===== config.mk =====
export PLATFORM = sky130hd
export DESIGN_NAME = fnlt_ram
export DESIGN_NICKNAME = d
export VERILOG_FILES = /design/src/rtl/fnlt_ram.sv
export SDC_FILE = /design/constraint.sdc
export NUM_CORES = 1
export LEC_CHECK = 0
export BUFFER_PORTS_ARGS = -buffer_cell sky130_fd_sc_hd__buf_4
export CORE_AREA = 4 4 103 105
export DETAILED_ROUTE_END_ITERATION = 10
export DIE_AREA = 0 0 107 109
export GPL_ROUTABILITY_DRIVEN = 0
export PLACE_DENSITY = 0.68
export SYNTH_ARGS = -nofsm -noshare
export SYNTH_HDL_FRONTEND = slang
export SYNTH_SLANG_ARGS = --single-unit

===== constraint.sdc =====
create_clock -name clk -period 2.62 [get_ports clk]
set_input_delay 0.655 -clock clk [delete_from_list [all_inputs] [get_ports clk]]
set_output_delay 0.655 -clock clk [all_outputs]
set_load 0.02 [all_outputs]

===== src/rtl/fnlt_ram.sv =====
// ----------------------------------------------------------------------------
// fnlt_ram: generic simple dual-port RAM
// One write port and one read port with a registered read.
// ----------------------------------------------------------------------------
`default_nettype none

module fnlt_ram #(
	parameter  int WIDTH = 8,
	parameter  int DEPTH = 16,
	localparam int AW    = (DEPTH > 1) ? $clog2(DEPTH) : 1
) (
	input  wire logic             clk,
	input  wire logic             wr_en,
	input  wire logic [AW-1:0]    wr_addr,
	input  wire logic [WIDTH-1:0] wr_data,
	input  wire logic             rd_en,
	input  wire logic [AW-1:0]    rd_addr,
	output logic      [WIDTH-1:0] rd_data
);

	logic [WIDTH-1:0] mem_q [DEPTH];

	// Write port.
	always_ff @(posedge clk) begin
		if (wr_en) begin
			mem_q[wr_addr] <= wr_data;
		end
	end

	// Registered read port; data holds until the next read.
	always_ff @(posedge clk) begin
		if (rd_en) begin
			rd_data <= mem_q[rd_addr];
		end
	end

endmodule

`default_nettype wire


; Yosys cells after proc, flatten, opt, wreduce, memory -nomap -nowiden
; Memories as Yosys holds them, arrays and structs flattened. A register that Yosys moved wholly into a read port is not among the register bits.
; Index checks and enable logic that the tools add are counted.
[classes]
muxes = 2
[ops]
columns = cell, n
row1 = two-way mux 1 bit, 2
[word_totals]
ff_bits = 0
ram_bits = 128
in_bits = 19
output_inout_bits = 8
n_memories = 1
[memory_table]
columns = name, depth, word_bits, rd, rd_ports_with_merged_regs, wr, line_no
row1 = mem_q, 16, 8, 1, 1, 1, 21  ; logic [WIDTH-1:0] mem_q [DEPTH];

; Logic depth before layout (Yosys ltp)
[depth]
ltp_word = 2
depth_mapped = 5
depth_no_buf = 3

; Worst setup path after synthesis
; Ideal clock, no wire load.
[synth_timing]
kind = input -> register
startpoint = input port wr_addr[2]
endpoint = memory mem_q[0][0] (enable)
setup_ns = 0.383
arrival_ns = 1.765
slack_ns = 0.472
stages = 2
n_path_buf = 0
path_cell_list = or3b_2 nor3_1
[synth_lines]
columns = item, line_no
row1 = "start, declared", 14  ; input wire logic [AW-1:0] wr_addr,
row2 = "end, declared", 21
; No word-level cell before the write port.

; Worst setup path after layout
[layout_timing]
startpoint = register rd_data[1] (read register of mem_q)
endpoint = output port rd_data[1]
[layout_lines]
columns = item, line_no
row1 = "start, declared", 18  ; output logic [WIDTH-1:0] rd_data
; No word-level cell between the ends.

==> metrics.txt <==
Slew Limit Headroom 0.509; delay-heaviest family, CP flip-flops; # resized after CTS 0; Yosys top cell area share 0.781; class of the most critical setup path flop to primary output; Setup TNS Final 0 ns; crit start category flop; setup violators final 0; Pre-antenna DRT Iters 4; clk sink count 136; post-route clock period utilization 0.673; number of max-cap violations 0; DR DRC count 0; Synth Instances ~230; first-pass GRT wire length ~15,000 um; Synth Warn # 0; Setup Buffers After CTS 0; CTS Buf Count 17; outcome finished clean; HPWL Detailed approximately 6300 um; initial antenna violation count 0; WL/cell ~23 um; dpl cell area roughly 5700 um2; syn nets 248; Ports 27; CP Cell Sequence buf_4; vias in the first global route 2,521; CTS tree done; largest net degree at the start of global routing 33; Avg Cell Area, Syn 22.8 um2; crit path DAT roughly 1.1 ns; clk_lat worst skew around 0.5 ns; core area 9640 um2; slowest stage delay, CP 0.42 ns; worst clock skew roughly 0.0065 ns; GRT overflow 0; largest area contributor in the netlist edfxtp_1; slowest library cell on the worst path edfxtp_1; DIE AREA between 10,000 and 15,000 um2; layout cells sized above 1 0.307; Worst-Margin Slew 0.734 ns; # rows 36; NumNets Final 302; #FFs+latches synth 136; Worst IR Drop VDD between 0.5 and 0.6 mV; clk slew on worst S/H paths about 0.060 ns; # hold bufs at CTS 0; DR vias about 2,500; Area growth syn-to-layout 19.3%; Cell Pwr Density about 800 nW/um2; Hold Path Class primary input to flop; die width 107 um; vias per cell 5.74; Post-Route WL slightly below 10,000 um; max-slew violations 0; H-tree levels 4; Pleak 2.10 nW; die height between 100 and 150 um; r2r setup slk 1.08 ns; CTS Buffer Depth 2; port buffer count 26; Final Instance Area roughly 6200 um2; Crit path buffers/inverters 1; Final min period roughly 1.8 ns; top post-synthesis cells by area edfxtp_1 (78%), mux4_2 (7.8%), mux4_1 (7.0%); Critical Path Fanout Max 1; 1st-iter DRT viols about 210; Starting Density 0.542; Seq/Total Area, Yosys 0.781; max frequency 567 MHz; RSZ-0062 raised after global routing no; antenna-violating nets left 0; ANT cells 0; Critical Path RT 1.97 ns; Mapped Area around 5200 um2; crit end category primary output; GRT Total Usage 0.186; final hold violations 0; root buf cell clkbuf_8; Cell variety after synth 18
cell usage after synthesis, drive strengths merged:
cell type,n
a22oi,16
and2,1
and2b,1
buf,7
clkdlybuf4s25,3
edfxtp,136
mux4,32
nand2,9
nand2b,2
nand3,1
nand3b,2
nor2,13
nor2b,1
nor3,4
or3b,1
per-stage QoR:
stage                     hold WS (ns)  setup WS [ns]  std cells  power, W  utilization
final                            0.442          0.856        429   0.00500        0.647
after global routing             0.424          0.823        429   0.00517        0.647
after CTS                        0.412          0.828        429   0.00503        0.647
after detailed placement         0.738          0.355        397   0.00276        0.587
after global placement           0.726          0.367        397   0.00275        0.587
after floorplan                  0.705          0.472        229   0.00264            -
area by class of cell:
class,instances,area (um2)
Sequential cell,136,4080
Clock inverter,13,155
Tap cell,133,166
Fill cell,658,3400
Clock buffer,19,422
Multi-Input combinational cell,83,1060
Timing Repair Buffer,45,350
layout by cell type (no fill, tap or decap), types with 2 or more instances in the layout:
cell        instances
edfxtp_1          136
buf_4              44
mux4_2             18
a22oi_1            16
clkbuf_16          16
mux4_1             14
nor2_1             13
nand2_1             9
clkinvlp_4          6
nor3_1              4
clkinv_1            3
bufinv_16           3
nand3b_1            2
nand2b_1            2
clkbuf_1            2
flip-flops by register name, summed over array words and instances (netlist names):
name,flops
mem_q,128
rd_data,8
cells by family after synthesis:
| family | after synthesis | share of synthesized area |
|---|---|---|
| flip-flops | 136 | 0.781 |
| AND/OR/NAND/NOR | 35 | 0.0314 |
| multiplexers | 32 | 0.148 |
| AO/OA/AOI/OAI | 16 | 0.0230 |
| buffers and inverters | 10 | 0.0165 |
path summary, 6_finish.rpt:
path,cells after the start,startpoint,end
hold / removal,1,rd_en,rd_data[5]
setup reg to reg,3,mem_q[1][2],rd_data[2]
setup / recovery,1,rd_data[1],rd_data[1]
hold reg to reg,3,mem_q[7][0],rd_data[0]
routing by layer:
| layer | part of all wire | GRT usage | vias up | wire, um |
|---|---|---|---|---|
| met4 | 0.0074 | 0.0685 | 0 | 72 |
| met1 | 0.42 | 0.264 | 1267 | 4090 |
| li1 | - | - | 1087 | - |
| met2 | 0.50 | 0.279 | 103 | 4890 |
| met3 | 0.071 | 0.0527 | 5 | 692 |
| met5 | 0 | 0 | - | 0 |
power by group:
group          total (W)  internal, W  switching (W)
Clock            0.00229      0.00144       0.000850
Sequential       0.00247      0.00245      0.0000136
Combinational   0.000244     0.000108       0.000136
Total            0.00500      0.00400       0.000999
(Power assumes the default switching activity.)
