[src/rtl/fnlt_pkg.sv]
// ----------------------------------------------------------------------------
// fnlt_pkg: shared definitions for the filtered-noise LED twinkle block
// Constants, register codes, coefficient and history records, and the
// control records passed between the pipeline and the top level.
// ----------------------------------------------------------------------------
`default_nettype none

package fnlt_pkg;

	// Number of LEDs and the address width of the per-LED history store.
	localparam int LED_TOTAL = 512;
	localparam int LED_AW    = (LED_TOTAL > 1) ? $clog2(LED_TOTAL) : 1;

	// Field widths of the stream words and the configuration channel.
	localparam int IDX_W       = 9;
	localparam int BRIGHT_W    = 8;
	localparam int LEVEL_W     = 32;
	localparam int IN_TDATA_W  = 16;
	localparam int OUT_TDATA_W = 56;
	localparam int CFG_IDX_W   = 3;
	localparam int CFG_DATA_W  = 17;

	// Noise generator constants.
	localparam logic [31:0] LCG_MUL = 32'd214013;
	localparam logic [31:0] LCG_ADD = 32'd2531011;

	// Division by 4096 is a shift by this amount.
	localparam int DIV_SHIFT = 12;

	localparam logic [BRIGHT_W-1:0] BRIGHT_ON  = 8'd255;
	localparam logic [BRIGHT_W-1:0] BRIGHT_OFF = 8'd0;

	// Configuration register indexes.
	typedef enum logic [CFG_IDX_W-1:0] {
		REG_B0  = 3'd0,
		REG_B1  = 3'd1,
		REG_B2  = 3'd2,
		REG_B3  = 3'd3,
		REG_A1  = 3'd4,
		REG_A2  = 3'd5,
		REG_A3  = 3'd6,
		REG_THR = 3'd7
	} cfg_reg_t;

	// Register reset values.
	localparam logic signed [11:0] B0_RST  = 12'sd204;
	localparam logic signed [11:0] B1_RST  = -12'sd393;
	localparam logic signed [11:0] B2_RST  = 12'sd207;
	localparam logic signed [11:0] B3_RST  = -12'sd18;
	localparam logic signed [14:0] A1_RST  = -15'sd10219;
	localparam logic signed [14:0] A2_RST  = 15'sd8263;
	localparam logic signed [14:0] A3_RST  = -15'sd2139;
	localparam logic signed [16:0] THR_RST = -17'sd1000;

	// Filter weights and lighting threshold.
	typedef struct packed {
		logic signed [11:0] b0;
		logic signed [11:0] b1;
		logic signed [11:0] b2;
		logic signed [11:0] b3;
		logic signed [14:0] a1;
		logic signed [14:0] a2;
		logic signed [14:0] a3;
		logic signed [16:0] thr;
	} coef_t;

	// One LED's history: three past samples and three past outputs, newest first.
	typedef struct packed {
		logic [15:0] x0;
		logic [15:0] x1;
		logic [15:0] x2;
		logic [31:0] y0;
		logic [31:0] y1;
		logic [31:0] y2;
	} hist_t;

	localparam int HIST_W = $bits(hist_t);

	// History write-back from the filter pipeline.
	typedef struct packed {
		logic              en;
		logic [LED_AW-1:0] addr;
		hist_t             data;
	} wb_t;

	// Pipeline occupancy, used for input flow control and the same-LED interlock.
	typedef struct packed {
		logic             s1_free;
		logic             s1_v;
		logic [IDX_W-1:0] s1_led;
		logic             s2_v;
		logic [IDX_W-1:0] s2_led;
	} pipe_stat_t;

endpackage

`default_nettype wire

[src/rtl/fnlt_lcg.sv]
// ----------------------------------------------------------------------------
// fnlt_lcg: shared noise generator
// A 32-bit linear congruential generator; the upper half of the next
// state is the noise sample for the LED being accepted.
// ----------------------------------------------------------------------------
`default_nettype none

module fnlt_lcg
	import fnlt_pkg::*;
(
	input  wire logic        clk,
	input  wire logic        arst_n,
	input  wire logic        step,
	output logic      [15:0] sample
);

	logic [31:0] state_q;
	logic [31:0] state_next;

	// Next state modulo 2^32.
	assign state_next = state_q * LCG_MUL + LCG_ADD;
	assign sample     = state_next[31:16];

	always_ff @(posedge clk or negedge arst_n) begin
		if (!arst_n) begin
			state_q <= '0;
		end else if (step) begin
			state_q <= state_next;
		end
	end

endmodule

`default_nettype wire

[config.mk]
export PLATFORM = sky130hd
export DESIGN_NAME = fnlt_lcg
export DESIGN_NICKNAME = d
export VERILOG_FILES = /design/src/rtl/fnlt_pkg.sv /design/src/rtl/fnlt_lcg.sv
export SDC_FILE = /design/constraint.sdc
export NUM_CORES = 1
export LEC_CHECK = 0
export BUFFER_PORTS_ARGS = -buffer_cell sky130_fd_sc_hd__buf_2
export CAP_MARGIN = 20
export CORE_MARGIN = 2
export CORE_UTILIZATION = 60
export DETAILED_ROUTE_END_ITERATION = 16
export HOLD_SLACK_MARGIN = 0.12
export PLACE_DENSITY = 0.77
export SYNTH_ARGS = -nofsm -noshare
export SYNTH_HDL_FRONTEND = slang
export SYNTH_SLANG_ARGS = --single-unit
[constraint.sdc]
create_clock -name clk -period 8.65 [get_ports clk]
set_clock_uncertainty 0.1 [all_clocks]
set_input_delay 2.1625 -clock clk [delete_from_list [all_inputs] [get_ports clk]]
set_output_delay 2.1625 -clock clk [all_outputs]
set_load 0.05 [all_outputs]
Word level (Yosys, flattened, before mapping)
Cells that the tools add are included.
Widths: inputs -> output; s select.

cells by class
  add/sub/neg operators = 1
  multiply operators = 1

operator list
  kind                    number
  $add 32x22->32 const B  1
  $mul 32x18->32 const B  1

storage, ports and cells
  register bits after elaboration = 32
  input port bits = 3
  logic and storage cells = 3

Depth between registers and ports, before layout
Gate-level depths: netlist (run 1).

  word-level depth = 2
  mapped depth = 22
  depth with buffers taken out = 21

Least setup slack after synthesis (run 1)
No wires, ideal clock.

  path type = register to output
  start point = reg state_q[11]
  end point = out sample[14]
  data arrival time = 5.706 ns
  data required time = 6.387 ns
  slack = 0.682 ns
  stages on the path, launching flop included = 20
  path buffers = 1
  cells stage by stage = dfrtp_1 > inv_1 > fa_1 > fa_1 > fa_1 > fa_1 > inv_1 > fa_1 > inv_1 > fa_1 > inv_1 > ha_1 > a211oi_2 > nand2_1 > o2111ai_1 > a211oi_2 > o32a_4 > a21oi_2 > xnor2_1 > buf_4

between the ends
  cells in the longest elaborated chain, start to end = 2

ends and longest elaborated chain
  item                      RTL line        RTL
  start: declaration        fnlt_lcg.sv:17  logic [31:0] state_q;
  start signal: assignment  fnlt_lcg.sv:28  state_q <= state_next;
  $mul 32x18->32            fnlt_lcg.sv:21  assign state_next = state_q * LCG_MUL + LCG_ADD;
  $add 32x22->32            fnlt_lcg.sv:21
  end: declaration          fnlt_lcg.sv:14  output logic [15:0] sample

No other way between the ends.

Worst setup path in the final report (run 1)
  start point = reg state_q[15]
  end point = out sample[14]

Same word-level chain as after synthesis.

==> out/qor.csv, run 1 <==
metric,value,unit
result of the run,finished clean,
synthesized netlist cell count,1002,
top register by number of flip-flops,state_q,
share of cells above drive strength 1,6.55,%
count of input and output buffers,18,
CP Data Required Time,6390,ps
buffer cell driving the clock tree root,sky130_fd_sc_hd__clkbuf_16,
last weighted congestion value of the routability-driven placer,0.976,
setup total negative slack,0,ps
total wire length after detailed routing,21400,um
prevailing post-synth register cell,sky130_fd_sc_hd__dfrtp_1,
Final Critical Period,8410,ps
antenna cells,0,
startpoint of the lowest-slack hold path,state_q[31],
clock latency on the worst-skew pair,300,ps
Die H,130,um
Worst Setup Path Type,reg2out,
Critical Path Fanout Max,8,
number of fill cells in the layout,1273,
Inserted Clock Buffers,5,
die extent in x,130,um
"Area growth, synth to finish",4.33,%
routed wirelength normalized by instance count,17.5,um
reg-to-reg startpoint,state_q[9],
"commonest non-fill, non-tap cells in the layout","sky130_fd_sc_hd__inv_1 (353), sky130_fd_sc_hd__fa_1 (181), sky130_fd_sc_hd__ha_1 (141), sky130_fd_sc_hd__xnor2_1 (35), sky130_fd_sc_hd__a21oi_1 (29)",
Post-synth EDFFs,0,
total via count in the routed design,6514,
slack of the worst reg-to-reg path,2660,ps
first-pass GRT wire length,36000,um
arrival time at the worst endpoint,6140,ps
"commonest non-fill, non-tap cell in the layout",sky130_fd_sc_hd__inv_1,
"Clk pin slew, worst setup/hold paths",70,ps
Layout Nets,1332,
number of synthesized register bits,32,
cell row count,46,
Final Util,63.4,%
violation count after the first detailed-routing iteration,394,
initial cell density of the core,60.8,%
number of violations of the max-capacitance limit,0,
detailed-route DRC error count,0,
distinct cell type count of the synthesized netlist,60,
Storage cell area,808,um2
fraction of the cycle the final worst path needs,97.2,%
maximum number of pins on one net before global-route repair,50,
clock sink total,32,
area of combinational cells with multiple inputs,7260,um2
RSZ-0062 raised after global routing,no,
Core ar.,15700,um2
count of yosys warnings during synthesis,0,
average cell area after synthesis,9.54,um2
drt first pass iters,4,
Crit Reg-Reg Endpoint,state_q[25],
Max Fclk,119,MHz
Hold Crit Depth,2,
synthesized area,9550,um2
antenna violations before repair,0,
die area,16900,um2
Hold Path Class,reg2reg,
sequential cell area fraction in the yosys report,8.38,%
H-tree levels,2,
syn nets,1328,
fraction of registers with async set/reset,100,%
maximum clock insertion buffer count,2,
actual transition at the worst max-transition pin,877,ps
DP Wirelength,18900,um
final max-slew violation count,0,
cell taking the most area after synthesis,sky130_fd_sc_hd__fa_1,
number of routed nets with antenna violations,0,
overall track demand over capacity in global routing,28.4,%
slew margin rel.,41.5,%
Regs by FF count,state_q: 32 flops,
total overflow reported by the global router,0,
number of cells on the worst reg-to-reg path,18,
detail-routed via count per cell,5.33,
final hold viol count,0,
number of flip-flops under the largest register name,32,
CP endpoint kind,output port,
number of I/O pins,19,
clock tree from TritonCTS,yes,
Synth top area share,38.1,%
startpoint types,flip-flop,
via count of the first global-routing pass,6926,
final setup violation count,0,
Post-CTS Hold Buffers,0,
most area-consuming cells after synthesis,"sky130_fd_sc_hd__fa_1 (38%), sky130_fd_sc_hd__ha_1 (18%), sky130_fd_sc_hd__inv_1 (14%)",
worst hold path endpoint,state_q[31],
==> cells in the mapped netlist, types with 3 or more instances <==
library cell               count
sky130_fd_sc_hd__xnor2_1      35
sky130_fd_sc_hd__mux2i_1       3
sky130_fd_sc_hd__nor3_1        6
sky130_fd_sc_hd__nand3_1       9
sky130_fd_sc_hd__buf_4        16
sky130_fd_sc_hd__or3_1         4
sky130_fd_sc_hd__mux2_2        7
sky130_fd_sc_hd__nand4_1       8
sky130_fd_sc_hd__fa_1        182
sky130_fd_sc_hd__o21a_1        4
sky130_fd_sc_hd__inv_1       353
sky130_fd_sc_hd__a211o_1       6
sky130_fd_sc_hd__o21ai_0      20
sky130_fd_sc_hd__nor2_1       15
sky130_fd_sc_hd__ha_1        141
sky130_fd_sc_hd__clkbuf_1      9
sky130_fd_sc_hd__o211ai_1      6
sky130_fd_sc_hd__o221ai_1      3
sky130_fd_sc_hd__a21o_1       14
sky130_fd_sc_hd__a21oi_1      29
sky130_fd_sc_hd__nand2_1      27
sky130_fd_sc_hd__xor2_1       19
sky130_fd_sc_hd__a31oi_1       7
sky130_fd_sc_hd__dfrtp_1      32
sky130_fd_sc_hd__a211oi_1      3
==> cells by family after synthesis <==
family	synth area share, %
XOR/XNOR	5.12
flip-flops	8.38
AO/OA/AOI/OAI	8.15
buffers and inverters	15.9
adder cells (fa/ha/maj)	56.6
multiplexers	1.30
AND/OR/NAND/NOR	4.58
==> worst max-delay path by stage <==
stage,from,endpoint,slack [ps],depth (start not counted)
after floorplan,state_q[11],sample[14],680,19
after global placement,state_q[12],sample[14],420,19
after detailed placement,state_q[12],sample[14],340,19
after CTS,state_q[12],sample[14],30,19
after global routing,state_q[15],sample[15],10,20
final,state_q[15],sample[14],240,18
==> cell type report <==
class	instances	area share, %
tap	216	2.71
sequential	32	8.11
clock buffer	5	1.26
clock inverter	3	0.238
inverter	353	13.3
multi-input combinational	588	72.8
timing repair buffer	26	1.61
==> layer usage <==
metal  vias up  global-route usage, %  share of wire (%)  wire, um
met5         -                      0                  0         0
met4         0                   6.20                1.9       416
met3        27                   6.36                7.6      1620
met2       199                   43.2                 45      9690
met1      3278                   42.1                 45      9710
li1       3010                      -                  -         -
==> critical path, cell delays in order (launching register included) <==
cell and delay, ps:
sky130_fd_sc_hd__dfrtp_1 510, sky130_fd_sc_hd__buf_4 230, sky130_fd_sc_hd__fa_1 440, sky130_fd_sc_hd__inv_1 190, sky130_fd_sc_hd__fa_1 480, sky130_fd_sc_hd__fa_1 490, sky130_fd_sc_hd__fa_1 520, sky130_fd_sc_hd__inv_1 50
sky130_fd_sc_hd__fa_1 530, sky130_fd_sc_hd__inv_1 50, sky130_fd_sc_hd__fa_1 550, sky130_fd_sc_hd__inv_1 60, sky130_fd_sc_hd__ha_1 390, sky130_fd_sc_hd__and2_2 240, sky130_fd_sc_hd__o21a_1 180, sky130_fd_sc_hd__o32a_4 390
sky130_fd_sc_hd__a21oi_2 190, sky130_fd_sc_hd__xnor2_1 130, sky130_fd_sc_hd__buf_4 220
==> repair_timing <==
action                                 4_1_cts  5_1_grt
setup buffers                                0        1
pin swaps                                    0        1
setup endpoints to repair                    1       12
endpoints found under the hold margin        0        0
gates resized for setup                      1       18
gates cloned                                 0        0
==> per-stage QoR <==
step                hold WS (ps)  instance area (um2)  worst slack [ps]  instances
finish                       441                 9970               244       1223
global route                 481                 9970              12.9       1223
CTS                          450                 9930              32.6       1222
detailed placement           435                 9780               339       1214
global placement             424                 9780               419       1214
floorplan                    398                 9550               682       1002
Power of run 1 is left out: the tool's default activity adds up to more than one toggle a clock period on the data nets, which glitch-free logic cannot reach.
==> run 2, diff against run 1 <==
- SETUP_SLACK_MARGIN: unset -> 0.4
==> run 2 against run 1 <==
  * Register-to-register slack improved by 160 ps
  * Critical endpoint unchanged
  * Cell area increased by 5.6%
  * Worst hold slack improved by 1.6 ps
  * Worst setup slack improved by 220 ps
  * Die area unchanged
  * Sequential share of layout area decreased by 0.29 points
  * Global-route usage increased by 0.40 points
  * Critical path depth increased by 2
  * Flip-flop and latch count unchanged
  * Via count increased by 3.7%
  * Clock-buffer cell count unchanged
  * Routed wire length increased by 6.9%
==> out/qor.csv, run 2 (synthesized netlist as in run 1, its figures left out) <==
metric,value,unit,change
"Clk pin slew, worst setup/hold paths",60,ps,about the same
Regs by FF count,state_q: 32 flops,,
"commonest non-fill, non-tap cell in the layout",sky130_fd_sc_hd__inv_1,,
final setup violation count,0,,unchanged
most frequent cell on the critical path,sky130_fd_sc_hd__inv_1,,
H-tree levels,2,,unchanged
startpoint types,flip-flop,,
initial cell density of the core,60.8,%,unchanged
number of routed nets with antenna violations,0,,unchanged
Hold Crit Depth,2,,unchanged
Inserted Clock Buffers,5,,unchanged
slack of the worst reg-to-reg path,2820,ps,+160 ps
DP Wirelength,18900,um,unchanged
Global Route met2 Usage,44.3,%,+1.1 points
number of flip-flops under the largest register name,32,,unchanged
Crit Reg-Reg Endpoint,state_q[23],,
clock latency on the worst-skew pair,300,ps,about the same
met1 Usage GRT,43.1,%,+0.95 points
total via count in the routed design,6755,,+3.7%
buffer cell driving the clock tree root,sky130_fd_sc_hd__clkbuf_16,,
number of I/O pins,19,,unchanged
detailed-route DRC error count,0,,unchanged
count of buffering cells on the critical path with inverters included,5,,-1
total overflow reported by the global router,0,,unchanged
number of violations of the max-capacitance limit,0,,unchanged
Final Critical Period,8190,ps,-221 ps
antenna cells,0,,unchanged
routed wirelength normalized by instance count,18.3,um,+4.5%
CP Data Required Time,6390,ps,about the same
most heavily used metal layer in global routing,met2,,
top register by number of flip-flops,state_q,,
overall track demand over capacity in global routing,28.8,%,+0.40 points
result of the run,finished clean,,
worst hold path endpoint,state_q[31],,
fraction of the cycle the final worst path needs,94.6,%,-2.6 points
die extent in x,130,um,unchanged
arrival time at the worst endpoint,5920,ps,-220 ps
Hold Path Class,reg2reg,,
number of fill cells in the layout,1161,,-8.8%
antenna violations before repair,0,,unchanged
die area,16900,um2,unchanged
Die H,130,um,unchanged
worst-path cell with the longest stage delay,sky130_fd_sc_hd__fa_2,,
first-pass GRT wire length,36700,um,+2.0%
cell row count,46,,unchanged
total wire length after detailed routing,22900,um,+6.9%
"commonest non-fill, non-tap cells in the layout","sky130_fd_sc_hd__inv_1 (342), sky130_fd_sc_hd__fa_1 (171), sky130_fd_sc_hd__ha_1 (127), sky130_fd_sc_hd__buf_4 (38), sky130_fd_sc_hd__xnor2_1 (33)",,
Critical Path Fanout Max,7,,-1
Max Fclk,122,MHz,+2.7%
violation count after the first detailed-routing iteration,477,,+21%
via count of the first global-routing pass,7041,,+1.7%
"Area growth, synth to finish",10.2,%,
number of cells on the worst reg-to-reg path,17,,-1
setup total negative slack,0,ps,unchanged
met3 track demand over resource,5.58,%,-0.78 points
reg-to-reg startpoint,state_q[15],,
Core ar.,15700,um2,unchanged
drt first pass iters,6,,+2
startpoint of the lowest-slack hold path,state_q[31],,
actual transition at the worst max-transition pin,883,ps,+5.91 ps
last weighted congestion value of the routability-driven placer,0.976,,unchanged
Post-CTS Hold Buffers,0,,unchanged
Layout Nets,1361,,+2.2%
CP endpoint kind,output port,,
clock tree from TritonCTS,yes,,
share of cells above drive strength 1,15.3,%,+8.8 points
"slowest stage delay, CP",610,ps,+60 ps
Worst Setup Path Type,reg2out,,
final hold viol count,0,,unchanged
final max-slew violation count,0,,unchanged
RSZ-0062 raised after global routing,yes,,
detail-routed via count per cell,5.40,,+1.3%
Top delay family on crit path,adder cells,,
clock sink total,32,,unchanged
count of input and output buffers,18,,unchanged
chain of cells forming the critical path,fa_2 > xor2_1 > ha_1 > ha_1 > inv_1 > fa_1 > inv_1 > fa_1 > inv_1 > fa_1 > inv_1 > ha_4 > a211oi_2 > nand4_1 > a211oi_4 > a211oi_2 > o32a_4 > a21oi_4 > xnor2_1 > buf_4,,
maximum clock insertion buffer count,2,,unchanged
slew margin rel.,41.1,%,-0.39 points
maximum number of pins on one net before global-route repair,50,,unchanged
-- run 2: cell types whose count changed in the layout (fill, tap and decap cells not counted), sizes merged --
cell	change
buf	+27
clkbuf	+2
-- run 2: through the flow --
stage               instances  utilization [%]  hold slack, ps  area (um2)  setup WS (ps)
floorplan                1002                -             398        9550            682
global route             1252             67.0             481       10500            302
detailed placement       1214             62.2             435        9780            339
global placement         1214             62.2             424        9780            419
CTS                      1229             64.1             450       10100            368
finish                   1252             67.0             443       10500            464
-- run 2: worst max path at each step --
stage,endpoint,depth (start not counted),startpoint,slack (ps)
2_1_floorplan,sample[14],19,state_q[11],680
3_3_place_gp,sample[14],19,state_q[12],420
3_5_place_dp,sample[14],19,state_q[12],340
5_1_grt,sample[13],20,state_q[15],300
6_report,sample[14],20,state_q[8],460
4_1_cts,sample[14],20,state_q[8],370
-- run 2: repair_timing --
item / in CTS / in global routing
pin swaps: 3 / 22
gates resized for setup: 33 / 67
buffers inserted: 7 / 23
setup endpoints to repair: 15 / 16
-- run 2: area by class of cell --
type	count	area, um2	area share (%)
multi-input cells	588	7500	71.2
inverters	353	1330	12.6
clock buffers	5	125	1.19
repair buffers	55	463	4.40
clock inverters	3	23.8	0.226
well taps	216	270	2.57
flip-flops and latches	32	823	7.82
-- run 2: worst reg2reg max path, stage by stage, from the launching register on --
cell and delay [ps]:
sky130_fd_sc_hd__dfrtp_2 450, sky130_fd_sc_hd__buf_4 180, sky130_fd_sc_hd__fa_2 640, sky130_fd_sc_hd__fa_1 430, sky130_fd_sc_hd__ha_1 310, sky130_fd_sc_hd__fa_1 500
sky130_fd_sc_hd__fa_1 510, sky130_fd_sc_hd__inv_1 90, sky130_fd_sc_hd__fa_1 500, sky130_fd_sc_hd__inv_1 40, sky130_fd_sc_hd__ha_1 320, sky130_fd_sc_hd__nand4_1 190
sky130_fd_sc_hd__inv_1 70, sky130_fd_sc_hd__a211o_1 270, sky130_fd_sc_hd__or3_4 430, sky130_fd_sc_hd__a31oi_2 250, sky130_fd_sc_hd__xnor2_2 130, sky130_fd_sc_hd__mux2_2 290
-- run 2: routing by layer --
layer	share of wire, %	wire (um)	up-vias
met3	7.2	1650	34
li1	-	-	3064
met2	47	10800	241
met5	0	0	-
met4	1.5	339	0
met1	44	10200	3416
Power of run 2 is left out for the same reason.
