<file path="src/rtl/fnlt_pkg.sv">
// ----------------------------------------------------------------------------
// fnlt_pkg: shared definitions for the filtered-noise LED twinkle block
// Constants, register codes, coefficient and history records, and the
// control records passed between the pipeline and the top level.
// ----------------------------------------------------------------------------
`default_nettype none

package fnlt_pkg;

	// Number of LEDs and the address width of the per-LED history store.
	localparam int LED_TOTAL = 512;
	localparam int LED_AW    = (LED_TOTAL > 1) ? $clog2(LED_TOTAL) : 1;

	// Field widths of the stream words and the configuration channel.
	localparam int IDX_W       = 9;
	localparam int BRIGHT_W    = 8;
	localparam int LEVEL_W     = 32;
	localparam int IN_TDATA_W  = 16;
	localparam int OUT_TDATA_W = 56;
	localparam int CFG_IDX_W   = 3;
	localparam int CFG_DATA_W  = 17;

	// Noise generator constants.
	localparam logic [31:0] LCG_MUL = 32'd214013;
	localparam logic [31:0] LCG_ADD = 32'd2531011;

	// Division by 4096 is a shift by this amount.
	localparam int DIV_SHIFT = 12;

	localparam logic [BRIGHT_W-1:0] BRIGHT_ON  = 8'd255;
	localparam logic [BRIGHT_W-1:0] BRIGHT_OFF = 8'd0;

	// Configuration register indexes.
	typedef enum logic [CFG_IDX_W-1:0] {
		REG_B0  = 3'd0,
		REG_B1  = 3'd1,
		REG_B2  = 3'd2,
		REG_B3  = 3'd3,
		REG_A1  = 3'd4,
		REG_A2  = 3'd5,
		REG_A3  = 3'd6,
		REG_THR = 3'd7
	} cfg_reg_t;

	// Register reset values.
	localparam logic signed [11:0] B0_RST  = 12'sd204;
	localparam logic signed [11:0] B1_RST  = -12'sd393;
	localparam logic signed [11:0] B2_RST  = 12'sd207;
	localparam logic signed [11:0] B3_RST  = -12'sd18;
	localparam logic signed [14:0] A1_RST  = -15'sd10219;
	localparam logic signed [14:0] A2_RST  = 15'sd8263;
	localparam logic signed [14:0] A3_RST  = -15'sd2139;
	localparam logic signed [16:0] THR_RST = -17'sd1000;

	// Filter weights and lighting threshold.
	typedef struct packed {
		logic signed [11:0] b0;
		logic signed [11:0] b1;
		logic signed [11:0] b2;
		logic signed [11:0] b3;
		logic signed [14:0] a1;
		logic signed [14:0] a2;
		logic signed [14:0] a3;
		logic signed [16:0] thr;
	} coef_t;

	// One LED's history: three past samples and three past outputs, newest first.
	typedef struct packed {
		logic [15:0] x0;
		logic [15:0] x1;
		logic [15:0] x2;
		logic [31:0] y0;
		logic [31:0] y1;
		logic [31:0] y2;
	} hist_t;

	localparam int HIST_W = $bits(hist_t);

	// History write-back from the filter pipeline.
	typedef struct packed {
		logic              en;
		logic [LED_AW-1:0] addr;
		hist_t             data;
	} wb_t;

	// Pipeline occupancy, used for input flow control and the same-LED interlock.
	typedef struct packed {
		logic             s1_free;
		logic             s1_v;
		logic [IDX_W-1:0] s1_led;
		logic             s2_v;
		logic [IDX_W-1:0] s2_led;
	} pipe_stat_t;

endpackage

`default_nettype wire

</file>
<file path="src/rtl/fnlt_cfg_regs.sv">
// ----------------------------------------------------------------------------
// fnlt_cfg_regs: configuration register file
// Holds the filter weights and the lighting threshold; each write keeps
// only the low bits that fit the register.
// ----------------------------------------------------------------------------
`default_nettype none

module fnlt_cfg_regs
	import fnlt_pkg::*;
(
	input  wire logic                  clk,
	input  wire logic                  arst_n,
	input  wire logic                  cfg_valid,
	output logic                       cfg_ready,
	input  wire logic [CFG_IDX_W-1:0]  cfg_index,
	input  wire logic [CFG_DATA_W-1:0] cfg_data,
	output coef_t                      coef
);

	coef_t coef_q;

	// The register file takes a word in every cycle.
	assign cfg_ready = 1'b1;
	assign coef      = coef_q;

	// Register writes.
	always_ff @(posedge clk or negedge arst_n) begin
		if (!arst_n) begin
			coef_q.b0  <= B0_RST;
			coef_q.b1  <= B1_RST;
			coef_q.b2  <= B2_RST;
			coef_q.b3  <= B3_RST;
			coef_q.a1  <= A1_RST;
			coef_q.a2  <= A2_RST;
			coef_q.a3  <= A3_RST;
			coef_q.thr <= THR_RST;
		end else if (cfg_valid) begin
			unique case (cfg_reg_t'(cfg_index))
				REG_B0:  coef_q.b0  <= cfg_data[11:0];
				REG_B1:  coef_q.b1  <= cfg_data[11:0];
				REG_B2:  coef_q.b2  <= cfg_data[11:0];
				REG_B3:  coef_q.b3  <= cfg_data[11:0];
				REG_A1:  coef_q.a1  <= cfg_data[14:0];
				REG_A2:  coef_q.a2  <= cfg_data[14:0];
				REG_A3:  coef_q.a3  <= cfg_data[14:0];
				REG_THR: coef_q.thr <= cfg_data[16:0];
			endcase
		end
	end

endmodule

`default_nettype wire

</file>
<file path="config.mk">
export PLATFORM = sky130hd
export DESIGN_NAME = fnlt_cfg_regs
export DESIGN_NICKNAME = d
export VERILOG_FILES = /design/src/rtl/fnlt_pkg.sv /design/src/rtl/fnlt_cfg_regs.sv
export SDC_FILE = /design/constraint.sdc
export NUM_CORES = 1
export LEC_CHECK = 0
export ABC_AREA = 0
export BUFFER_PORTS_ARGS = -buffer_cell sky130_fd_sc_hd__buf_2
export CAP_MARGIN = 20
export CORE_ASPECT_RATIO = 1.75
export CORE_MARGIN = 2
export CORE_UTILIZATION = 45
export CTS_CLUSTER_SIZE = 20
export DETAILED_ROUTE_END_ITERATION = 10
export PLACE_DENSITY_LB_ADDON = 0.3
export SLEW_MARGIN = 10
export SYNTH_ARGS = -nofsm -noshare
export SYNTH_HDL_FRONTEND = slang
export SYNTH_SLANG_ARGS = --single-unit
export TNS_END_PERCENT = 50
</file>
<file path="constraint.sdc">
create_clock -name clk -period 1.7 [get_ports clk]
set_input_delay 0.085 -clock clk [delete_from_list [all_inputs] [get_ports clk]]
set_output_delay 0.085 -clock clk [all_outputs]
set_load 0.1 [all_outputs]
</file>
After elaboration in Yosys (flattened, before gate mapping)

Cells that the tools add are included.

Input port bits: 23
Logic and storage cells: 24
Bits in registers: 110
Output and inout port bits: 111

Equal/unequal tests: 7
Reduce and logical (&&, ||, !) cells: 9

Operators by type and width:

| kind               | number |
|---|---|
| $reduce_and 2->1   | 8 |
| $eq 3x3->1 const B | 4 |
| $eq 3x2->1 const B | 2 |
| $eq 3x1->1 const B | 1 |
| $logic_not 3->1    | 1 |

Depth between registers and ports, before layout

Gate-level depths: netlist of run 1.

Depth in word-level cells: 2
Depth in mapped cells: 5
Gate-level depth less buffers: 2

Least setup slack after synthesis of run 1

No wires, ideal clock.

Path type: register to register
Start point: register coef[0] (netlist name)
End point: register coef_q (netlist bit coef[0])
Cell stages (with the launch flop): 2
Clock period less this slack: 1.260 ns
Arrival: 1.134 ns
Slack: 0.440 ns
Cells stage by stage: dfrtp_1 -> mux2_2

RTL lines:

| what             | line                | text |
|---|---|---|
| end: declaration | fnlt_cfg_regs.sv:20 | `coef_t coef_q;` |

Worst setup path in the final report of run 1

Start point: register coef_q (netlist bit coef[88])
End point: output coef[88] (netlist bit)

RTL lines:

| what             | line                | text |
|---|---|---|
| end: declaration | fnlt_cfg_regs.sv:17 | `output coef_t coef` |

No word-level cell between the ends.

==> results of run 1 <==
-- per-stage QoR --
stage	utilization [%]	instances	hold slack [ns]	worst slack, ns
2_1_floorplan	-	243	-0.211	0.440
3_3_place_gp	54.5	490	0.0974	0.358
3_5_place_dp	54.5	490	0.108	0.300
4_1_cts	58.3	509	0.0106	0.288
5_1_grt	58.3	509	0.0205	0.275
6_report	58.3	509	0.0251	0.310
-- cell type report --
cell class | instances | area (um^2) | area share [%]
sequential | 110 | 2830 | 51.2
timing repair buffer | 142 | 783 | 14.2
multi-input combinational | 119 | 1430 | 25.9
clock inverter | 6 | 93.8 | 1.70
tap | 122 | 153 | 2.77
clock buffer | 10 | 229 | 4.15
-- cells in the mapped netlist, drive strengths merged --
| cell type | count |
|---|---|
| nand4 | 1 |
| and4bb | 2 |
| mux2 | 110 |
| nor4b | 1 |
| nand4b | 3 |
| nor4bb | 1 |
| conb | 1 |
| dfrtp | 51 |
| buf | 14 |
| dfstp | 59 |
-- metal layers --
layer | wire length (um) | track usage [%] | vias up
met5 | 0 | 0 | -
met4 | 123 | 6.34 | 0
met3 | 411 | 3.77 | 7
met2 | 5160 | 31.9 | 72
met1 | 3710 | 23.5 | 1345
li1 | - | - | 1140
-- placed cells by master (no fill, tap or decap), types with 3 or more instances in the layout --
master           n
mux2_4          10
dfstp_2         59
clkbuf_16        9
buf_4            5
buf_12           3
buf_2          131
dfrtp_1         51
mux2_2         100
dlygate4sd3_1    3
-- cells by family (layout without fill, tap and decap cells) --
kind of cell / count (synthesis) / count (layout) / synth area share (%)
mux: 110 / 110 / 29.2
flops: 110 / 110 / 64.7
buf+inv: 14 / 158 / 2.92
simple gates: 8 / 8 / 3.12
other cells: 1 / 1 / 0.0858
-- worst min-delay path by stage --
stage	start	end	cells after the start
3_3_place_gp	arst_n	coef[46]	1
6_report	cfg_data[12]	coef[44]	2
4_1_cts	cfg_data[14]	coef[31]	2
5_1_grt	cfg_data[14]	coef[14]	2
2_1_floorplan	arst_n	coef[0]	0
3_5_place_dp	arst_n	coef[98]	1
==> flow_summary.ini, run 1 <==
[grt]
grt_usage_pct = 18.6
grt_overflow_total = 0
grt_pass1_wl_um = 14700
antenna_found_initial = 0
grt_pass1_vias = 2688
grt_max_degree = 41

[routing]
via_per_inst = 5.04
wire_per_inst_um = 18.5
num_vias = 2564
antenna_left = 0
drt_iter0_markers = 68
drtPass1Iterations = 4
finalWirelength_um = 9400
drc = 0

[timing]
rsz0062_at_grt = false
skew_ns = 0
setup_tns_ns = 0
slew_headroom_pct = 62.9
finalHoldViolations = 0
slew_viol_final = 0
finalSetupViolations = 0
period_share_pct = 81.7
timing.fmax_mhz = 720
fin_crit_ns = 1.39
worst_pin_slew_ns = 0.556

[synthesis]
yosysWarnings = 0
synth.area.top_cells = dfstp_2 (35%), dfrtp_1 (29%), mux2_2 (26%)
yosysSeqAreaShare_pct = 64.7
synth_area_per_cell_um2 = 18.0
yosysUniqueCellTypes = 15
synth.top_cell.area_share_pct = 35.5
syn_inst = 243
synth_top_area_cell = dfstp_2
syn_area_um2 = 4370
synth-seq-cells = 110
synth.net_count = 266

[clock_network]
clkTransAtPathRegs_ns = 0.07
cts_hold_buf = 3
post-cts-setup-buffers = 0
root_buffer = clkbuf_16
numCtsBuffers = 9
clkSinkCount = 110
cts_tree = done
post_cts_resized = 0
clock_latency_ns = 0.34
max-clock-path-buffers = 2
h-tree-depth = 3

[layout]
design_area_um2 = 5520
diodes = 0
num-nets-final = 405
largest_register_ffs = 110
fillCellCount = 778
drive_above_1_share_pct = 85.3
area_growth_pct = 26.2

[critical_path]
rrSetupSlack_ns = 0.93
path_cells = buf_2
arrival_ns = 1.30
startpoint_type = register
r2r_cells = 1
max_stage_delay_ns = 0.54
r2r_start = coef[53]
startpoint = coef[88]
cp_top_family = flip-flops
cp.required_ns = 1.62
critical_path.slowest_cell = dfstp_2
cp_max_fo = 2
reg2reg_to = coef[53]
path_buf_inv = 1
cp.depth = 1
critPathCaptureType = primary output
crit_type = reg -> out
crit_end = coef[88]

[floorplan]
coreArea_um2 = 9470
core.rowCount = 47
start_util_pct = 46.2
dieArea_um2 = 10500
ios = 134
die_w_um = 78.5
die_h_um = 134

[placed_design]
postPlaceCellArea_um2 = 5160
gp_congestion = 0.738
port_buffers = 132
dp_hpwl_um = 6640

[run]
drv_cap = 0

[min_path]
hold_class = in -> reg

[status]
outcome = finished clean
Power of run 1 is left out: the tool's default activity adds up to more than one toggle a clock period on the data nets, which glitch-free logic cannot reach.
==> run 2: changes to the inputs <==
- ABC_AREA: 0 -> 1
- clock period: 1.7 -> 1.15 ns (I/O delays scaled with it)
==> run 2 against run 1 <==
Against the previous run: the run now ends with setup timing left; clock skew did not move; highest routed layer unchanged; cell area rose by 28%; non-clock buffer count rose by 26; global-route usage rose by 6.7 points; utilization rose by 16 points; first-iteration DRC count rose to 3.5 times the previous value; critical endpoint is now coef[96]; synthesized area rose by 1.0%.
==> flow_summary.ini, run 2 <==
[status]
outcome = finished, violations left
violations = setup timing

[placed_design]
port_buffers = 132
gp_congestion = 0.800
dp_hpwl_um = 9390
dpl.cell_count = 745

[grt]
grt_pass1_vias = 3911
grt_max_degree = 30
antenna_found_initial = 0
grt_overflow_total = 0
grt_pass1_wl_um = 20300
grt_usage_pct = 25.3

[synthesis]
synth-seq-cells = 110
synth.most_common_cell = nand2_1
synth_common_cells = nand2_1 (292), dfstp_2 (59), dfrtp_1 (51), nand3_1 (51), buf_2 (23)
synth_area_per_cell_um2 = 8.78
synth.area.top_cells = dfstp_2 (35%), dfrtp_1 (29%), nand2_1 (25%)
synth_top_area_cell = dfstp_2
syn_inst = 503
synthFlopType = dfstp_2
synth.net_count = 526
yosysWarnings = 0
yosysSeqAreaShare_pct = 64.0
async_flop_share_pct = 100
synth.top_cell.area_share_pct = 35.1
synth_edf_count = 0
yosysUniqueCellTypes = 14
syn_area_um2 = 4420

[timing]
skew_ns = 0
slew_viol_final = 0
fin_crit_ns = 1.17
hold_ws_ns = 0.0202
timing.final.ws_setup_ns = -0.0173
finalSetupViolations = 10
period_share_pct = 102
setup_tns_ns = -0.0467
timing.fmax_mhz = 857
finalHoldViolations = 0
rsz0062_at_grt = true

[layout]
num-nets-final = 670
multiInputGateArea_um2 = 1400
seq_area_um2 = 2840
layout_commonest_cell = nand2_1
layout.cells.non_filler = 774
area_growth_pct = 59.6
drive_above_1_share_pct = 38.3
diodes = 0
largest_register_ffs = 110
final_cell_mix = nand2_1 (292), buf_12 (89), dfstp_2 (59), nand3_1 (51), buf_4 (51)
fillCellCount = 644

[critical_path]
max_stage_delay_ns = 0.58
cp_max_fo = 2
critPathCaptureType = primary output
r2r_start = coef[70]
cp_top_family = flip-flops
startpoint_type = register
path_cells = buf_12
cp.required_ns = 1.09
critical_path.slowest_cell = dfstp_2
path_buf_inv = 1
crit_type = reg -> out
startpoint = coef[96]
arrival_ns = 1.11

[power]
ir_drop_mv = 1.41
p_comb_share_pct = 51.6
seq_power_share_pct = 31.5
p_int_mw = 9.36
switching_power_mw = 8.73
switching_share_pct = 48.3
clkPwrFrac_pct = 17.0
total_leakage_power_nw = 3.54
p_per_area_nw_per_um2 = 2570

[clock_network]
cts_tree = done
root_buffer = clkbuf_16
numCtsBuffers = 9
h-tree-depth = 3
max-clock-path-buffers = 2
clock_latency_ns = 0.34
clkTransAtPathRegs_ns = 0.08
clkSinkCount = 110

[floorplan]
die_h_um = 135
dieArea_um2 = 10700
coreArea_um2 = 9530
die_w_um = 78.9
ios = 134
start_util_pct = 46.3
core.rowCount = 47

[routing]
drtPass1Iterations = 5
wire_per_inst_um = 16.6
drc = 0
finalWirelength_um = 12900
antenna_left = 0
via_per_inst = 5.10
num_vias = 3944
drt_iter0_markers = 237

[run]
drv_cap = 0

[min_path]
hold_start = cfg_data[7]
hold_class = in -> reg
[run 2: cells by family (layout without fill, tap and decap cells)]
kind of cell | Yosys count | after routing | synth area share [%]
AND/OR/NAND/NOR | 351 | 351 | 31.5
flip-flops | 110 | 110 | 64.0
buffers and inverters | 41 | 190 | 4.45
other | 1 | 1 | 0.0849
[run 2: metal layers]
| layer | part of all wire (%) | track usage, % | vias up |
|---|---|---|---|
| met4 | 4.5 | 13.4 | 0 |
| met3 | 5.4 | 4.14 | 37 |
| li1 | - | - | 1824 |
| met5 | 0 | 0 | - |
| met1 | 36 | 30.3 | 1904 |
| met2 | 54 | 43.4 | 179 |
[run 2: metrics by stage]
stage	total power [mW]	worst slack (ns)	util, %	instance area (um^2)
floorplan	11.6	-0.00581	-	4430
global placement	14.8	0.0573	69.0	6570
detailed placement	14.9	0.0176	69.0	6570
CTS	18.2	-0.0289	73.8	7030
global route	18.6	-0.0346	74.0	7050
finish	18.1	-0.0173	74.0	7050
[run 2: cell type report]
cell class / count / share of cell area [%]
multi-input combinational: 352 / 19.8
sequential: 110 / 40.2
clock inverter: 6 / 0.710
tap: 122 / 2.17
clock buffer: 10 / 3.55
inverter: 6 / 0.319
timing repair buffer: 168 / 33.2
[run 2: path summary, 6_finish.rpt]
path	endpoint	slack (ns)	depth (start not counted)
setup reg to reg	coef[70]	0.26	3
setup / recovery	coef[96]	-0.02	1
hold reg to reg	coef[15]	0.48	2
hold / removal	coef[69]	0.02	3
max in group asynchronous	coef[104]	0.39	3
min in group asynchronous	coef[35]	0.20	2
[run 2: power by group through the flow]
stage               Clock, mW  Combinational [mW]  Sequential, mW
detailed placement          0                9.19            5.73
CTS                      3.13                9.35            5.69
global placement            0                9.09            5.71
floorplan                   0               0.742            10.8
global route             3.26                9.59            5.76
finish                   3.07                9.33            5.69
[run 2: what timing repair did]
| item | 4_1_cts | 5_1_grt |
|---|---|---|
| buffers inserted | 4 | 2 |
| endpoints found under the setup margin | 74 | 59 |
| hold buffers | 7 | 0 |
| gates resized for setup | 25 | 0 |
| endpoints found under the hold margin | 48 | 0 |
No activity file was read; power rests on OpenSTA's default activity.
==> run 3: changes to the inputs <==
- CTS_CLUSTER_SIZE: 20 -> not set
- MAX_ROUTING_LAYER: not set -> met4
==> run 3 against run 2 <==
Against the previous run: the flow still finishes with violations (setup timing); utilization did not move; global-route usage rose by 0.79 points; critical path type unchanged; critical path depth did not move; hold slack got worse by 0.0063 ns; first-iteration DRC count fell by 1.3%; largest cell class unchanged.
==> flow_summary.ini, run 3 (synthesis gave the netlist of run 2 again) <==
[layout]
layout.cells.non_filler = 774
num-nets-final = 670
layout_commonest_cell = nand2_1
diodes = 0
area_growth_pct = 59.6
final_cell_mix = nand2_1 (292), buf_12 (89), dfstp_2 (59), nand3_1 (51), buf_4 (51)
fin_util_pct = 74.0
drive_above_1_share_pct = 38.3
largest_register_ffs = 110

[clock_network]
clkSinkCount = 110
h-tree-depth = 3
numCtsBuffers = 9
cts_tree = done
clkTransAtPathRegs_ns = 0.08
max-clock-path-buffers = 2
clock_latency_ns = 0.34
root_buffer = clkbuf_16

[critical_path]
crit_type = reg -> out
path_buf_inv = 1
r2r_cells = 3
max_stage_delay_ns = 0.58
startpoint_type = register
arrival_ns = 1.11
rrSetupSlack_ns = 0.26
cp_max_fo = 2
cp_top_family = flip-flops
cp.required_ns = 1.09
critPathCaptureType = primary output
path_cells = buf_12
reg2reg_to = coef[70]
critical_path.slowest_cell = dfstp_2
r2r_start = coef[70]

[power]
switching_share_pct = 48.3
p_int_mw = 9.36
p_per_area_nw_per_um2 = 2570
ir_drop_mv = 1.41
seq_power_share_pct = 31.4
p_comb_share_pct = 51.6
clkPwrFrac_pct = 17.0
switching_power_mw = 8.73
power_mw = 18.1
total_leakage_power_nw = 3.54

[routing]
drtPass1Iterations = 5
wire_per_inst_um = 16.7
antenna_left = 0
num_vias = 3929
finalWirelength_um = 12900
drc = 0
via_per_inst = 5.08
drt_iter0_markers = 234

[placed_design]
port_buffers = 132
dp_hpwl_um = 9390
dpl.cell_count = 745
gp_congestion = 0.811

[floorplan]
ios = 134
die_w_um = 78.9
core.rowCount = 47
dieArea_um2 = 10700
die_h_um = 135
start_util_pct = 46.3
coreArea_um2 = 9530

[grt]
grt_max_degree = 30
grt_usage_pct = 26.1
grt_pass1_vias = 3911
grt_pass1_wl_um = 20300
antenna_found_initial = 0
grt_overflow_total = 0

[min_path]
hold_start = cfg_data[7]
hold_class = in -> reg
holdPathEnd = coef[69]
holdPathStages = 3

[timing]
period_share_pct = 102
hold_ws_ns = 0.0139
fin_crit_ns = 1.17
rsz0062_at_grt = true
timing.final.ws_setup_ns = -0.0185
timing.fmax_mhz = 856
finalHoldViolations = 0
setup_tns_ns = -0.0600
skew_ns = 0
finalSetupViolations = 12
slew_viol_final = 0

[run]
drv_cap = 0

[status]
outcome = finished, violations left
violations = setup timing
[run 3: cell counts in the layout (fill, tap and decap cells not counted)]
Identical to the previous run, type by type.
[run 3: power groups by stage]
| stage | clock network, mW | registers (mW) | logic, mW |
|---|---|---|---|
| 6_report | 3.07 | 5.69 | 9.33 |
| 5_1_grt | 3.26 | 5.76 | 9.59 |
| 4_1_cts | 3.13 | 5.69 | 9.35 |
| 2_1_floorplan | 0 | 10.8 | 0.742 |
| 3_5_place_dp | 0 | 5.73 | 9.19 |
| 3_3_place_gp | 0 | 5.71 | 9.09 |
[run 3: final cells by class]
cell class | instances | area (um^2)
inverters | 6 | 22.5
repair buffers | 168 | 2340
clock buffers | 10 | 250
flip-flops and latches | 110 | 2840
multi-input cells | 352 | 1400
fillers | 644 | 2480
well taps | 122 | 153
clock inverters | 6 | 50.0
[run 3: worst max path at each step]
stage / from / endpoint / slack (ns) / cells past startpoint
6_report: coef[96] / coef[96] / -0.02 / 1
5_1_grt: coef[96] / coef[96] / -0.04 / 1
4_1_cts: coef[96] / coef[96] / -0.03 / 1
3_5_place_dp: cfg_valid / coef[106] / 0.02 / 6
3_3_place_gp: cfg_valid / coef[78] / 0.06 / 6
2_1_floorplan: coef[39] / coef[39] / -0.006 / 2
[run 3: tightest hold or removal path: cells and delay by family]
kind	cells	cell delay, ns
buffers and inverters	1	0.18
and+or+nand+nor	2	0.13
[run 3: per-layer routing]
metal / GRT usage [%] / part of all wire, % / vias to the layer above
met5: - / 0 / -
met4: 14.0 / 4.3 / 0
met3: 3.61 / 5.7 / 43
met2: 43.4 / 54 / 180
met1: 30.6 / 36 / 1882
li1: - / - / 1824
[run 3: what timing repair did]
action | 4_1_cts | 5_1_grt
buffers inserted | 4 | 2
endpoints found under the hold margin | 48 | 0
endpoints found under the setup margin | 74 | 59
resized for setup | 25 | 0
hold buffers | 7 | 0
[run 3: through the flow]
step           instance area, um^2  setup slack [ns]
2_1_floorplan                 4430          -0.00581
3_3_place_gp                  6570            0.0573
3_5_place_dp                  6570            0.0176
4_1_cts                       7030           -0.0289
5_1_grt                       7050           -0.0352
6_report                      7050           -0.0185
